<file path="src/ewd_pkg.sv">
// ----------------------------------------------------------------------------
// ewd_pkg
// Shared types and constants for the next-hop route engine.
// ----------------------------------------------------------------------------
package ewd_pkg;

    localparam int MAX_NODES  = 16;
    localparam int IDX_W      = $clog2(MAX_NODES);
    localparam int CNT_W      = IDX_W + 1;
    localparam int COORD_W    = 16;
    localparam int COST_BITS  = 40;
    localparam int SQ_W       = 2 * COORD_W;
    localparam int RAD_W      = 2 * (COORD_W + 1);
    localparam int ROOT_W     = COORD_W + 1;
    localparam int REM_W      = ROOT_W + 3;
    localparam int XSQ_W      = 2 * ROOT_W;
    localparam int WT_W       = XSQ_W + 1;
    localparam int ROOT_STEPS = ROOT_W;
    localparam int STEP_W     = $clog2(ROOT_STEPS);

    localparam logic [ROOT_W-1:0] GROUND_PENALTY = ROOT_W'(1000);
    localparam logic [ROOT_W-1:0] SOFT_LIMIT     = ROOT_W'(500);

    localparam logic CMD_LOAD  = 1'b0;
    localparam logic CMD_ROUTE = 1'b1;

    typedef enum logic [3:0] {
        ST_IDLE,
        ST_SEL,
        ST_SEL_END,
        ST_REL_CHK,
        ST_REL_SQ,
        ST_REL_SUM,
        ST_REL_ROOT,
        ST_REL_PEN,
        ST_REL_MUL,
        ST_REL_WT,
        ST_REL_UPD,
        ST_OUT
    } t_state;

    // controller -> datapath
    typedef struct packed {
        logic             load;
        logic             route;
        logic             src_ok;
        logic [IDX_W-1:0] idx;
        logic             sel_clr;
        logic             sel_step;
        logic             mark;
        logic             rel_abs;
        logic             rel_sq;
        logic             rel_sum;
        logic             root_step;
        logic             rel_pen;
        logic             rel_mul;
        logic             rel_wt;
        logic             rel_upd;
        logic             emit;
        logic             last;
    } t_cmd;

    // datapath -> controller
    typedef struct packed {
        logic found;
        logic reach_u;
        logic rel_skip;
    } t_status;

endpackage

</file>
<file path="src/euclid_weight_dijkstra_next_hop.sv">
// ----------------------------------------------------------------------------
// euclid_weight_dijkstra_next_hop
// Dense shortest-path engine with distance based link weights.
// ----------------------------------------------------------------------------
// Load item: stored at its accept edge, busy stays low, no result.
// Route item over n nodes: n+1 selection scans, plus one relax scan per reached
//   node, which skips done entries and ground-to-ground pairs and runs every
//   other linked entry through the 17-step bit-serial square root. Then n
//   results, one per cycle, o_valid strobed; busy drops after the last one;
//   the receiver cannot stall.
// Reset (synchronous, active low): idle, node_count = 1; node stores undefined.
// ----------------------------------------------------------------------------
module euclid_weight_dijkstra_next_hop (
    input  logic                                i_clk,
    input  logic                                i_rst_n,
    // command channel
    input  logic                                start,
    output logic                                busy,
    input  logic                                i_cmd,
    input  logic [ewd_pkg::IDX_W-1:0]           i_node_index,
    input  logic signed [ewd_pkg::COORD_W-1:0]  i_coord_x,
    input  logic signed [ewd_pkg::COORD_W-1:0]  i_coord_y,
    input  logic                                i_is_ground,
    // node_count register
    input  logic                                i_cfg_we,
    input  logic [ewd_pkg::CNT_W-1:0]           i_cfg_data,
    // results, one item per node in ascending order
    output logic                                o_valid,
    output logic [ewd_pkg::IDX_W-1:0]           o_dest_index,
    output logic [ewd_pkg::IDX_W-1:0]           o_first_hop,
    output logic [ewd_pkg::COST_BITS-1:0]       o_path_cost,
    output logic                                o_reachable,
    output logic                                o_last
);

    ewd_pkg::t_cmd    cmd;
    ewd_pkg::t_status status;

    // sequencer: owns the scan index, node count and step counters
    ewd_ctrl u_ctrl (
        .i_clk        (i_clk),
        .i_rst_n      (i_rst_n),
        .start        (start),
        .busy         (busy),
        .i_cmd        (i_cmd),
        .i_node_index (i_node_index),
        .i_cfg_we     (i_cfg_we),
        .i_cfg_data   (i_cfg_data),
        .i_status     (status),
        .o_cmd        (cmd)
    );

    // stores, selection, weight unit and result register
    ewd_dp u_dp (
        .i_clk        (i_clk),
        .i_rst_n      (i_rst_n),
        .i_cmd        (cmd),
        .i_node_index (i_node_index),
        .i_coord_x    (i_coord_x),
        .i_coord_y    (i_coord_y),
        .i_is_ground  (i_is_ground),
        .o_status     (status),
        .o_valid      (o_valid),
        .o_dest_index (o_dest_index),
        .o_first_hop  (o_first_hop),
        .o_path_cost  (o_path_cost),
        .o_reachable  (o_reachable),
        .o_last       (o_last)
    );

endmodule

</file>
<file path="src/ewd_ctrl.sv">
// ----------------------------------------------------------------------------
// ewd_ctrl
// Sequencer: selection scans, relax scans, weight steps and result sweep.
// ----------------------------------------------------------------------------
module ewd_ctrl (
    input  logic                          i_clk,
    input  logic                          i_rst_n,
    input  logic                          start,
    output logic                          busy,
    input  logic                          i_cmd,
    input  logic [ewd_pkg::IDX_W-1:0]     i_node_index,
    input  logic                          i_cfg_we,
    input  logic [ewd_pkg::CNT_W-1:0]     i_cfg_data,
    input  ewd_pkg::t_status              i_status,
    output ewd_pkg::t_cmd                 o_cmd
);

    ewd_pkg::t_state                 r_state, n_state;
    logic [ewd_pkg::CNT_W-1:0]       r_node_count;
    logic [ewd_pkg::CNT_W-1:0]       r_n, n_n;
    logic [ewd_pkg::IDX_W-1:0]       r_j, n_j;
    logic [ewd_pkg::STEP_W-1:0]      r_k, n_k;
    logic [ewd_pkg::CNT_W-1:0]       active_n;
    logic                            j_last;
    logic                            accept;

    // clamp node count to 1..MAX_NODES
    always_comb begin
        if (r_node_count == '0) begin
            active_n = ewd_pkg::CNT_W'(1);
        end else if (r_node_count > ewd_pkg::CNT_W'(ewd_pkg::MAX_NODES)) begin
            active_n = ewd_pkg::CNT_W'(ewd_pkg::MAX_NODES);
        end else begin
            active_n = r_node_count;
        end
    end

    assign busy   = (r_state != ewd_pkg::ST_IDLE);
    assign accept = start && !busy;
    assign j_last = ({1'b0, r_j} == (r_n - ewd_pkg::CNT_W'(1)));

    always_ff @(posedge i_clk) begin
        if (!i_rst_n) begin
            r_state      <= ewd_pkg::ST_IDLE;
            r_node_count <= ewd_pkg::CNT_W'(1);
            r_n          <= ewd_pkg::CNT_W'(1);
            r_j          <= '0;
            r_k          <= '0;
        end else begin
            r_state <= n_state;
            r_n     <= n_n;
            r_j     <= n_j;
            r_k     <= n_k;
            if (i_cfg_we) begin
                r_node_count <= i_cfg_data;
            end
        end
    end

    always_comb begin
        n_state = r_state;
        n_n     = r_n;
        n_j     = r_j;
        n_k     = r_k;
        o_cmd   = '0;
        o_cmd.idx    = r_j;
        o_cmd.src_ok = ({1'b0, i_node_index} < active_n);
        o_cmd.last   = j_last;
        case (r_state)
            ewd_pkg::ST_IDLE: begin
                if (accept && i_cmd == ewd_pkg::CMD_LOAD) begin
                    o_cmd.load = 1'b1;
                end else if (accept) begin
                    o_cmd.route   = 1'b1;
                    o_cmd.sel_clr = 1'b1;
                    n_n     = active_n;
                    n_j     = '0;
                    n_state = ewd_pkg::ST_SEL;
                end
            end
            ewd_pkg::ST_SEL: begin
                o_cmd.sel_step = 1'b1;
                n_j = r_j + 1'b1;
                if (j_last) begin
                    n_j     = '0;
                    n_state = ewd_pkg::ST_SEL_END;
                end
            end
            ewd_pkg::ST_SEL_END: begin
                n_j = '0;
                if (!i_status.found) begin
                    n_state = ewd_pkg::ST_OUT;
                end else begin
                    o_cmd.mark    = 1'b1;
                    o_cmd.sel_clr = 1'b1;
                    n_state = i_status.reach_u ? ewd_pkg::ST_REL_CHK : ewd_pkg::ST_SEL;
                end
            end
            ewd_pkg::ST_REL_CHK: begin
                if (i_status.rel_skip) begin
                    n_j = r_j + 1'b1;
                    if (j_last) begin
                        n_j     = '0;
                        n_state = ewd_pkg::ST_SEL;
                    end
                end else begin
                    o_cmd.rel_abs = 1'b1;
                    n_state = ewd_pkg::ST_REL_SQ;
                end
            end
            ewd_pkg::ST_REL_SQ: begin
                o_cmd.rel_sq = 1'b1;
                n_state = ewd_pkg::ST_REL_SUM;
            end
            ewd_pkg::ST_REL_SUM: begin
                o_cmd.rel_sum = 1'b1;
                n_k     = '0;
                n_state = ewd_pkg::ST_REL_ROOT;
            end
            ewd_pkg::ST_REL_ROOT: begin
                o_cmd.root_step = 1'b1;
                n_k = r_k + 1'b1;
                if (r_k == ewd_pkg::STEP_W'(ewd_pkg::ROOT_STEPS - 1)) begin
                    n_state = ewd_pkg::ST_REL_PEN;
                end
            end
            ewd_pkg::ST_REL_PEN: begin
                o_cmd.rel_pen = 1'b1;
                n_state = ewd_pkg::ST_REL_MUL;
            end
            ewd_pkg::ST_REL_MUL: begin
                o_cmd.rel_mul = 1'b1;
                n_state = ewd_pkg::ST_REL_WT;
            end
            ewd_pkg::ST_REL_WT: begin
                o_cmd.rel_wt = 1'b1;
                n_state = ewd_pkg::ST_REL_UPD;
            end
            ewd_pkg::ST_REL_UPD: begin
                o_cmd.rel_upd = 1'b1;
                n_j     = r_j + 1'b1;
                n_state = ewd_pkg::ST_REL_CHK;
                if (j_last) begin
                    n_j     = '0;
                    n_state = ewd_pkg::ST_SEL;
                end
            end
            ewd_pkg::ST_OUT: begin
                o_cmd.emit = 1'b1;
                n_j = r_j + 1'b1;
                if (j_last) begin
                    n_j     = '0;
                    n_state = ewd_pkg::ST_IDLE;
                end
            end
            default: begin
                n_state = ewd_pkg::ST_IDLE;
            end
        endcase
    end

endmodule

</file>
<file path="src/ewd_dp.sv">
// ----------------------------------------------------------------------------
// ewd_dp
// Node stores, selection registers, link weight unit and result register.
// ----------------------------------------------------------------------------
module ewd_dp (
    input  logic                              i_clk,
    input  logic                              i_rst_n,
    input  ewd_pkg::t_cmd                     i_cmd,
    input  logic [ewd_pkg::IDX_W-1:0]         i_node_index,
    input  logic signed [ewd_pkg::COORD_W-1:0] i_coord_x,
    input  logic signed [ewd_pkg::COORD_W-1:0] i_coord_y,
    input  logic                              i_is_ground,
    output ewd_pkg::t_status                  o_status,
    output logic                              o_valid,
    output logic [ewd_pkg::IDX_W-1:0]         o_dest_index,
    output logic [ewd_pkg::IDX_W-1:0]         o_first_hop,
    output logic [ewd_pkg::COST_BITS-1:0]     o_path_cost,
    output logic                              o_reachable,
    output logic                              o_last
);

    localparam int N  = ewd_pkg::MAX_NODES;
    localparam int IW = ewd_pkg::IDX_W;
    localparam int CW = ewd_pkg::COORD_W;
    localparam int KW = ewd_pkg::COST_BITS;

    // node and route stores, read at the scan index only
    logic [CW-1:0] r_x    [N];
    logic [CW-1:0] r_y    [N];
    logic          r_g    [N];
    logic [KW-1:0] r_cost [N];
    logic [IW-1:0] r_hop  [N];
    logic [N-1:0]  r_done;
    logic [N-1:0]  r_reach;

    logic [IW-1:0] r_src;
    logic          r_found;
    logic          r_found_reach;
    logic [IW-1:0] r_u;
    logic          r_reach_u;
    logic [CW-1:0] r_xu;
    logic [CW-1:0] r_yu;
    logic          r_gu;
    logic [KW-1:0] r_cost_u;
    logic [IW-1:0] r_hop_u;

    // weight unit
    logic [CW-1:0]                  r_ax, r_ay;
    logic                           r_one_gnd;
    logic [ewd_pkg::SQ_W-1:0]       r_sqx, r_sqy;
    logic [ewd_pkg::RAD_W-1:0]      r_rad;
    logic [ewd_pkg::REM_W-1:0]      r_rem;
    logic [ewd_pkg::ROOT_W-1:0]     r_root;
    logic [ewd_pkg::ROOT_W-1:0]     r_d;
    logic [ewd_pkg::ROOT_W-1:0]     r_exc;
    logic                           r_big;
    logic [ewd_pkg::XSQ_W-1:0]      r_xsq;
    logic [ewd_pkg::WT_W-1:0]       r_w;

    logic                           r_valid;
    logic [IW-1:0]                  r_o_dest, r_o_hop;
    logic [KW-1:0]                  r_o_cost;
    logic                           r_o_reach, r_o_last;

    logic [IW-1:0]                  j;
    logic signed [CW:0]             dx, dy;
    logic [CW:0]                    ndx, ndy;
    logic [ewd_pkg::REM_W-1:0]      rem_sh, trial;
    logic [ewd_pkg::ROOT_W-1:0]     d;
    logic [KW:0]                    sum_ext;
    logic [KW-1:0]                  sum;
    logic                           take;

    assign j = i_cmd.idx;

    assign dx  = {r_xu[CW-1], r_xu} - {r_x[j][CW-1], r_x[j]};
    assign dy  = {r_yu[CW-1], r_yu} - {r_y[j][CW-1], r_y[j]};
    assign ndx = -dx;
    assign ndy = -dy;

    assign rem_sh = {r_rem[ewd_pkg::REM_W-3:0], r_rad[ewd_pkg::RAD_W-1 -: 2]};
    assign trial  = {1'b0, r_root, 2'b01};
    assign d      = r_root + (r_one_gnd ? ewd_pkg::GROUND_PENALTY : '0);

    assign sum_ext = {1'b0, r_cost_u} + (KW+1)'(r_w);
    assign sum     = sum_ext[KW] ? '1 : sum_ext[KW-1:0];

    // last index of least cost among reached; unreached only while none reached
    assign take = !r_done[j] &&
                  (r_reach[j] ? (!r_found_reach || r_cost[j] <= r_cost_u) : !r_found_reach);

    assign o_status.found    = r_found;
    assign o_status.reach_u  = r_reach_u;
    assign o_status.rel_skip = r_done[j] || (r_gu && r_g[j]);

    always_ff @(posedge i_clk) begin
        if (!i_rst_n) begin
            r_done        <= '0;
            r_reach       <= '0;
            r_found       <= 1'b0;
            r_found_reach <= 1'b0;
            r_valid       <= 1'b0;
        end else begin
            r_valid <= i_cmd.emit;
            if (i_cmd.route) begin
                r_done  <= '0;
                // only the source starts reached
                r_reach <= i_cmd.src_ok ? (N'(1) << i_node_index) : '0;
            end
            if (i_cmd.sel_clr) begin
                r_found       <= 1'b0;
                r_found_reach <= 1'b0;
            end
            if (i_cmd.sel_step && take) begin
                r_found <= 1'b1;
                if (r_reach[j]) begin
                    r_found_reach <= 1'b1;
                end
            end
            if (i_cmd.mark) begin
                r_done[r_u] <= 1'b1;
            end
            if (i_cmd.rel_upd && (!r_reach[j] || sum < r_cost[j])) begin
                r_reach[j] <= 1'b1;
            end
        end
    end

    always_ff @(posedge i_clk) begin
        if (i_cmd.load) begin
            r_x[i_node_index] <= i_coord_x;
            r_y[i_node_index] <= i_coord_y;
            r_g[i_node_index] <= i_is_ground;
        end
        if (i_cmd.route) begin
            r_src <= i_node_index;
            r_cost[i_node_index] <= '0;
        end
        if (i_cmd.sel_step && take) begin
            r_u       <= j;
            r_reach_u <= r_reach[j];
            r_xu      <= r_x[j];
            r_yu      <= r_y[j];
            r_gu      <= r_g[j];
            r_cost_u  <= r_cost[j];
            r_hop_u   <= r_hop[j];
        end
        if (i_cmd.rel_abs) begin
            r_ax      <= dx[CW] ? ndx[CW-1:0] : dx[CW-1:0];
            r_ay      <= dy[CW] ? ndy[CW-1:0] : dy[CW-1:0];
            r_one_gnd <= r_gu ^ r_g[j];
        end
        if (i_cmd.rel_sq) begin
            r_sqx <= r_ax * r_ax;
            r_sqy <= r_ay * r_ay;
        end
        if (i_cmd.rel_sum) begin
            r_rad  <= ewd_pkg::RAD_W'(r_sqx) + ewd_pkg::RAD_W'(r_sqy);
            r_rem  <= '0;
            r_root <= '0;
        end
        // one root bit per step
        if (i_cmd.root_step) begin
            r_rad <= {r_rad[ewd_pkg::RAD_W-3:0], 2'b00};
            if (rem_sh >= trial) begin
                r_rem  <= rem_sh - trial;
                r_root <= {r_root[ewd_pkg::ROOT_W-2:0], 1'b1};
            end else begin
                r_rem  <= rem_sh;
                r_root <= {r_root[ewd_pkg::ROOT_W-2:0], 1'b0};
            end
        end
        if (i_cmd.rel_pen) begin
            r_d   <= d;
            r_big <= (d > ewd_pkg::SOFT_LIMIT);
            r_exc <= (d > ewd_pkg::SOFT_LIMIT) ? d - ewd_pkg::SOFT_LIMIT : '0;
        end
        if (i_cmd.rel_mul) begin
            r_xsq <= r_exc * r_exc;
        end
        if (i_cmd.rel_wt) begin
            r_w <= r_big ? ewd_pkg::WT_W'(ewd_pkg::SOFT_LIMIT) + ewd_pkg::WT_W'(r_xsq)
                         : ewd_pkg::WT_W'(r_d);
        end
        if (i_cmd.rel_upd && (!r_reach[j] || sum < r_cost[j])) begin
            r_cost[j] <= sum;
            r_hop[j]  <= (r_u == r_src) ? j : r_hop_u;
        end
        if (i_cmd.emit) begin
            r_o_dest  <= j;
            r_o_hop   <= (r_reach[j] && j != r_src) ? r_hop[j] : j;
            r_o_cost  <= r_reach[j] ? r_cost[j] : '1;
            r_o_reach <= r_reach[j];
            r_o_last  <= i_cmd.last;
        end
    end

    assign o_valid      = r_valid;
    assign o_dest_index = r_o_dest;
    assign o_first_hop  = r_o_hop;
    assign o_path_cost  = r_o_cost;
    assign o_reachable  = r_o_reach;
    assign o_last       = r_o_last;

endmodule
</file>
<file path="config.mk">
export PLATFORM = sky130hd
export DESIGN_NAME = euclid_weight_dijkstra_next_hop
export DESIGN_NICKNAME = d
export VERILOG_FILES = /design/src/ewd_pkg.sv /design/src/euclid_weight_dijkstra_next_hop.sv /design/src/ewd_ctrl.sv /design/src/ewd_dp.sv
export SDC_FILE = /design/constraint.sdc
export NUM_CORES = 2
export LEC_CHECK = 0
export BUFFER_PORTS_ARGS = -buffer_cell sky130_fd_sc_hd__clkbuf_2
export CORE_AREA = 2 2 634 384
export CTS_BUF_LIST = sky130_fd_sc_hd__clkbuf_4 sky130_fd_sc_hd__clkbuf_8
export DETAILED_ROUTE_END_ITERATION = 8
export DIE_AREA = 0 0 636 386
export GPL_ROUTABILITY_DRIVEN = 0
export GPL_TIMING_DRIVEN = 0
export MAX_ROUTING_LAYER = met4
export PLACE_DENSITY = 0.54
export SYNTH_ARGS = -nofsm -noshare
export SYNTH_HDL_FRONTEND = slang
export SYNTH_SLANG_ARGS = --single-unit
</file>
<file path="constraint.sdc">
create_clock -name i_clk -period 17.4 [get_ports i_clk]
set_input_delay 0.87 -clock i_clk [delete_from_list [all_inputs] [get_ports i_clk]]
set_output_delay 0.87 -clock i_clk [all_outputs]
set_load 0.05 [all_outputs]
</file>
# Yosys cells after proc, flatten, opt, wreduce, memory -nomap -nowiden
# Memory sizes are Yosys's and may differ from the RTL's. A register that Yosys moved wholly into a read port is not among the register bits.
# Index checks and enable logic that the tools add are counted.
# totals
regBits	464
ram_bits	1232
inputBits	47
output_inout_bits	52
word_cells	217
memories	5
# classes
add_sub_neg	13
n_mul	3
n_lt_le_gt_ge	10
eq_ne	22
shift	1
n_mux	92
n_bitwise	5
reduce_logical	28
# memory_table
memory	words	width	read_ports	rd_ports_with_merged_regs	wr	line_no	source
u_dp.r_cost	16	40	1	1	1	ewd_dp.sv:31	logic [KW-1:0] r_cost [N];
u_dp.r_x	16	16	1	1	1	ewd_dp.sv:28	logic [CW-1:0] r_x [N];
u_dp.r_y	16	16	1	1	1	ewd_dp.sv:29	logic [CW-1:0] r_y [N];
u_dp.r_hop	16	4	1	1	1	ewd_dp.sv:32	logic [IW-1:0] r_hop [N];
u_dp.r_g	16	1	1	1	1	ewd_dp.sv:30	logic r_g [N];
# ops
operator	n
$mux W16	9
$mux W4	25
$mux W40	2
$mux W34	2
$mul A16 B16 Y32	2
$mux W18	3
$mux W17	3
$pmux W4 S12	1
$add A40 B35 Y41	1
$le A40 B40 Y1	1
$lt A40 B40 Y1	1
$reduce_or A40 Y1	1
$add A9 B34 Y35 const A	1
$mul A17 B17 Y34	1
$mux W1	34
$sub A16 B16 Y17	2
$add A32 B32 Y33	1
$neg A16 Y16	2
$or A16 B16 Y16	2
$ge A20 B19 Y1	1
$sub A18 B18 Y18	1
$add A17 B10 Y17	1
$gt A17 B9 Y1 const B	1
$sub A17 B9 Y17 const B	1
other kinds (40)	75

# Depth between registers and ports, before layout
# logic_depth
word_depth	10
ltp_mapped	27
mapped_depth_nobuf	25

# Modules after synthesis
# A second synthesis with hierarchy kept.
# unflattened
hier_cells	7461
area_unflattened_um2	97933.9
# modules_own_cells
mod	n_inst	cells_per_inst	area_each_um2	seq_area_each_um2
ewd_dp	1	7281	96478.8	49777.7
ewd_ctrl	1	180	1455.1	460.4

# Worst setup path after synthesis
# OpenSTA, ideal clock, no wires.
# synth_path
path_kind	register to register
from	reg u_dp.r_cost_u[0], read port of u_dp.r_cost
to	mem u_dp.r_cost[1][0] in the netlist's numbering (enable)
setup_ns	0.548
t_arrival_ns	8.730
required_time_ns	16.852
setup_slack_ns	8.122
stages_incl_launch_ff	23
path_buffers	2
period_less_slack_ns	9.278
path_cell_list	edfxtp_1 > ha_1 > fa_1 > a211oi_1 > o21ai_0 > a41oi_1 > a211oi_2 > o21ai_2 > a31oi_4 > nand3_1 > clkbuf_1 > clkbuf_1 > nand2_1 > ha_1 > nand2_1 > nor2_1 > and2_1 > a221oi_1 > o21ai_0 > a311o_1 > o21a_2 > nand3b_4 > o41ai_1
# synth_via
elab_chain_cells	9
word_cells_on_any_way	10
classes_between	add/sub (1); order compare (1); mux (5); reduce/logical (3)
# synth_rtl
item	line_no	source
from (decl)	ewd_dp.sv:44	logic [KW-1:0] r_cost_u;
$add A40 B35 Y41 (*)	ewd_dp.sv:85	assign sum_ext = {1'b0, r_cost_u} + (KW+1)'(r_w);
$mux W40 (*)	ewd_dp.sv:86	assign sum = sum_ext[KW] ? '1 : sum_ext[KW-1:0];
$lt A40 B40 Y1 (*)	ewd_dp.sv:185	if (i_cmd.rel_upd && (!r_reach[j] || sum < r_cost[j])) begin
$logic_or A1 B1 Y1 (*)	ewd_dp.sv:185	
$logic_and A1 B1 Y1 (*)	ewd_dp.sv:185	
$mux W1 (*)	ewd_dp.sv:185	
$mux W1 (not written as such) (*)	ewd_dp.sv:186	r_cost[j] <= sum;
$reduce_or A40 Y1 (no line)	-	
$mux W4 (no line) / $mux W1 (equally long branches)	-	
to (decl)	ewd_dp.sv:31	
# Mark *: on every way between the ends. The rest lies on a longest branch, timed or not.

# Worst setup path after layout
# layout_path
from	reg u_dp.r_cost_u[0], read port of u_dp.r_cost
to	mem u_dp.r_cost[0][7] in the netlist's numbering (enable)
# Same word-level chain as after synthesis.

==> flow_metrics.py <==
metrics = {
    "critical_path": {
        "worst_setup_path_start_kind": "register",
        "worstSetupPathType": "reg2reg",
        "arrival_ps": 9330,
        "rrSetupSlack_ps": 8650,
        "cp_max_fo": 11,
        "worst-endpoint-required_ps": 17980,
        "r2r-start": "u_dp.r_cost_u[0]",
        "reg2reg_depth": 26,
        "r2r-end": "u_dp.r_cost[0][7]",
        "endpoint_kind": "register",
    },
    "placed_design": {
        "dp_cells": 10190,
        "portBuffers": 97,
        "place_area_um2": 102000,
        "dp_hpwl_um": 195100,
    },
    "finish": {
        "final_common_cell": "edfxtp_1",
        "final_cell_mix": "1633 x edfxtp_1, 992 x inv_1, 526 x fa_1",
        "syn2layout_area_growth_pct": 12.59,
        "final_cell_area_um2": 107400,
        "final_layout_size_suffix_gt1_share_pct": 15.28,
        "n_fill_cell": 21550,
        "stdcell_count": 10690,
        "nets": 8368,
    },
    "global_route": {
        "antenna_found_initial": 34,
        "grt_pass1_vias": 57670,
        "grt_pass1_wl_um": 389200,
        "grt_use_total_pct": 22.10,
        "grt_max_degree": 39,
        "grt-ovfl-total": 0,
    },
    "hold_path": {
        "hold_end": "u_ctrl.r_node_count[0]",
        "hold_depth": 3,
        "min_path_type": "in2reg",
        "hp-start": "i_cfg_data[0]",
    },
    "cts": {
        "cts.path.max_buffers": 4,
        "cts_root_buf": "clkbuf_8",
        "clk_latency_ps": 930,
        "cts_tree": "done",
        "cts.sinks": 1697,
        "cts_made_buffers": 274,
        "cts_hold_buf": 0,
        "post_cts_buffers": 0,
        "cts_resized": 0,
        "h-tree-depth": 5,
        "path_clk_slew_ps": 70,
    },
    "die": {
        "core_um2": 240500,
        "io-pin-count": 99,
        "rows": 140,
        "die_w_um": 636,
        "die_area_um2": 245500,
        "start_util_pct": 39.66,
        "dieHeight_um": 386,
    },
    "route": {
        "wl_per_cell_um": 24.62,
        "drt-pass1-iter-count": 6,
        "vias": 57510,
        "routed_wl_um": 263100,
        "drtIter0Drc": 5893,
        "drc_errors": 0,
        "final_antenna_net_count": 0,
        "via_per_inst": 5.381,
    },
    "timing": {
        "relSlewSlack_pct": 5.442,
        "max_freq_mhz": 114.2,
        "fin_crit_sh_pct": 50.31,
        "fin_crit_ps": 8755,
        "fin_tns_setup_ps": 0,
        "final_max_slew_viol_count": 0,
        "tightest_slew_ps": 1404,
        "finClkSkew_ps": 118.7,
        "rsz0062_at_grt": "false",
        "final_hold_viol_count": 0,
        "final-setup-viol-count": 0,
        "holdWs_ps": 253.1,
    },
    "synth": {
        "syn-num-nets": 7901,
        "ys_seq_area_share_pct": 52.76,
        "synth_seq_cells": 1697,
        "ys_warn_count": 0,
        "ys_types": 91,
        "syn_avg_cell_area_um2": 14.01,
        "syn_inst": 6807,
        "synth_edf_count": 1633,
        "syn_area_um2": 95380,
        "synth_ff_type": "edfxtp_1",
        "async_flop_share_pct": 0,
    },
    "outcome": {
        "run_status": "finished clean",
    },
    "pwr": {
        "seq_power_share_pct": 31.3,
        "leakagePower_uw": 0.04009,
        "powerDensity_nw_per_um2": 154.7,
        "switchingPower_uw": 6588,
        "ir_drop_mv": 0.2934,
        "swShare_pct": 39.66,
        "p_total_uw": 16610,
        "clock_power_share_pct": 20.9,
        "p_int_uw": 10020,
        "combPwrFrac_pct": 47.8,
    },
    "flow_run": {
        "cap_violations": 0,
    },
}
==> stage by stage <==
stage | util [%] | setup WS [ps]
after floorplan | - | 8122
after global placement | 41.52 | 280.0
after detailed placement | 42.42 | 8843
after CTS | 44.62 | 8728
after global routing | 44.65 | 8255
final | 44.65 | 8645
==> layer usage <==
layer / track usage [%] / part of all wire (%)
met2: 29.31 / 40
met3: 3.824 / 7.8
met5: - / 0
met4: 4.120 / 1.8
met1: 35.14 / 50
==> cells in the mapped netlist, drive strengths merged, types with 27 or more instances <==
master     n  area share (%)
nand2    437             1.7
nor3      83            0.44
ha       521             6.8
xnor2    187             1.7
clkbuf   160            0.63
nor2b    109            0.71
xor2      91            0.84
nor2     335             1.3
nand2b    37            0.24
o21ai    136            0.72
and3      28            0.18
dfxtp     64             1.3
o21a      46            0.36
and2     177             1.2
or3       27            0.18
mux4     395             9.3
nand4     43            0.28
buf       58            0.28
inv      994             3.9
nand3     70            0.37
edfxtp  1633              51
a211oi    28            0.23
fa       526              11
a21o      88            0.69
a21oi    191             1.0
mux2i     28            0.29
==> critical path: stages, from the launching register on <==
cell	delay [ps]
edfxtp_1	420
ha_1	250
fa_1	420
a211oi_1	390
o21ai_0	210
a41oi_1	360
a211oi_2	210
o21ai_2	250
a31oi_4	200
nand3_1	340
clkbuf_1	520
clkbuf_1	570
nand2_1	130
ha_1	320
nand2_1	70
nor2_1	60
and2_1	250
a221oi_1	290
o21ai_0	180
a311o_1	380
o21a_2	320
nand3b_4	210
clkbuf_1	550
o31ai_4	920
buf_16	230
buf_16	160
buf_16	150
==> power groups by stage <==
stage / Combinational, uW / Sequential [uW] / Clock (uW)
2_1_floorplan: 5570 / 5250 / 0
3_3_place_gp: 7660 / 5330 / 0
3_5_place_dp: 7780 / 5280 / 0
4_1_cts: 7860 / 5190 / 3540
5_1_grt: 8830 / 5210 / 3720
6_report: 7940 / 5200 / 3470
==> registers in the layout, summed over array words and instances, names as in the netlist, 33 cells and up, named ones only <==
name	flops
u_dp.o_path_cost	40
u_dp.r_cost	640
u_dp.r_cost_u	40
u_dp.r_hop	64
u_dp.r_rad	34
u_dp.r_w	35
u_dp.r_x	256
u_dp.r_xsq	33
u_dp.r_y	256
==> logic make-up after synthesis <==
kind of cell	share of synthesized area [%]
flops	52.76
xor+xnor	2.553
compound gates	5.088
mux	9.774
simple gates	7.134
fa+ha+maj	17.87
buf+inv	4.821
==> worst max path at each step <==
stage | startpoint | end | slack, ps | cells after the start
2_1_floorplan | u_dp.r_cost_u[0] | u_dp.r_cost[1][0] | 8120 | 22
4_1_cts | u_dp.r_cost_u[0] | u_dp.r_cost[0][7] | 8730 | 26
3_5_place_dp | u_dp.r_cost_u[0] | u_dp.r_cost[0][23] | 8840 | 26
6_report | u_dp.r_cost_u[0] | u_dp.r_cost[0][7] | 8650 | 26
3_3_place_gp | u_dp.r_cost_u[0] | u_dp.r_cost[1][28] | 280 | 22
5_1_grt | u_dp.r_cost_u[0] | u_dp.r_cost[0][7] | 8250 | 26
==> final cells by class <==
cell class / count / area, um^2 / share of cell area, %
inverter: 994 / 3734 / 3.477
timing repair buffer: 191 / 2232 / 2.079
clock inverter: 109 / 754.5 / 0.7026
tap: 3195 / 3998 / 3.723
multi-input combinational: 3898 / 40910 / 38.10
sequential: 1697 / 50320 / 46.86
clock buffer: 369 / 4534 / 4.222
buffer: 218 / 868.3 / 0.8086
antenna: 15 / 37.54 / 0.03495
No activity file was read; power rests on OpenSTA's default activity.
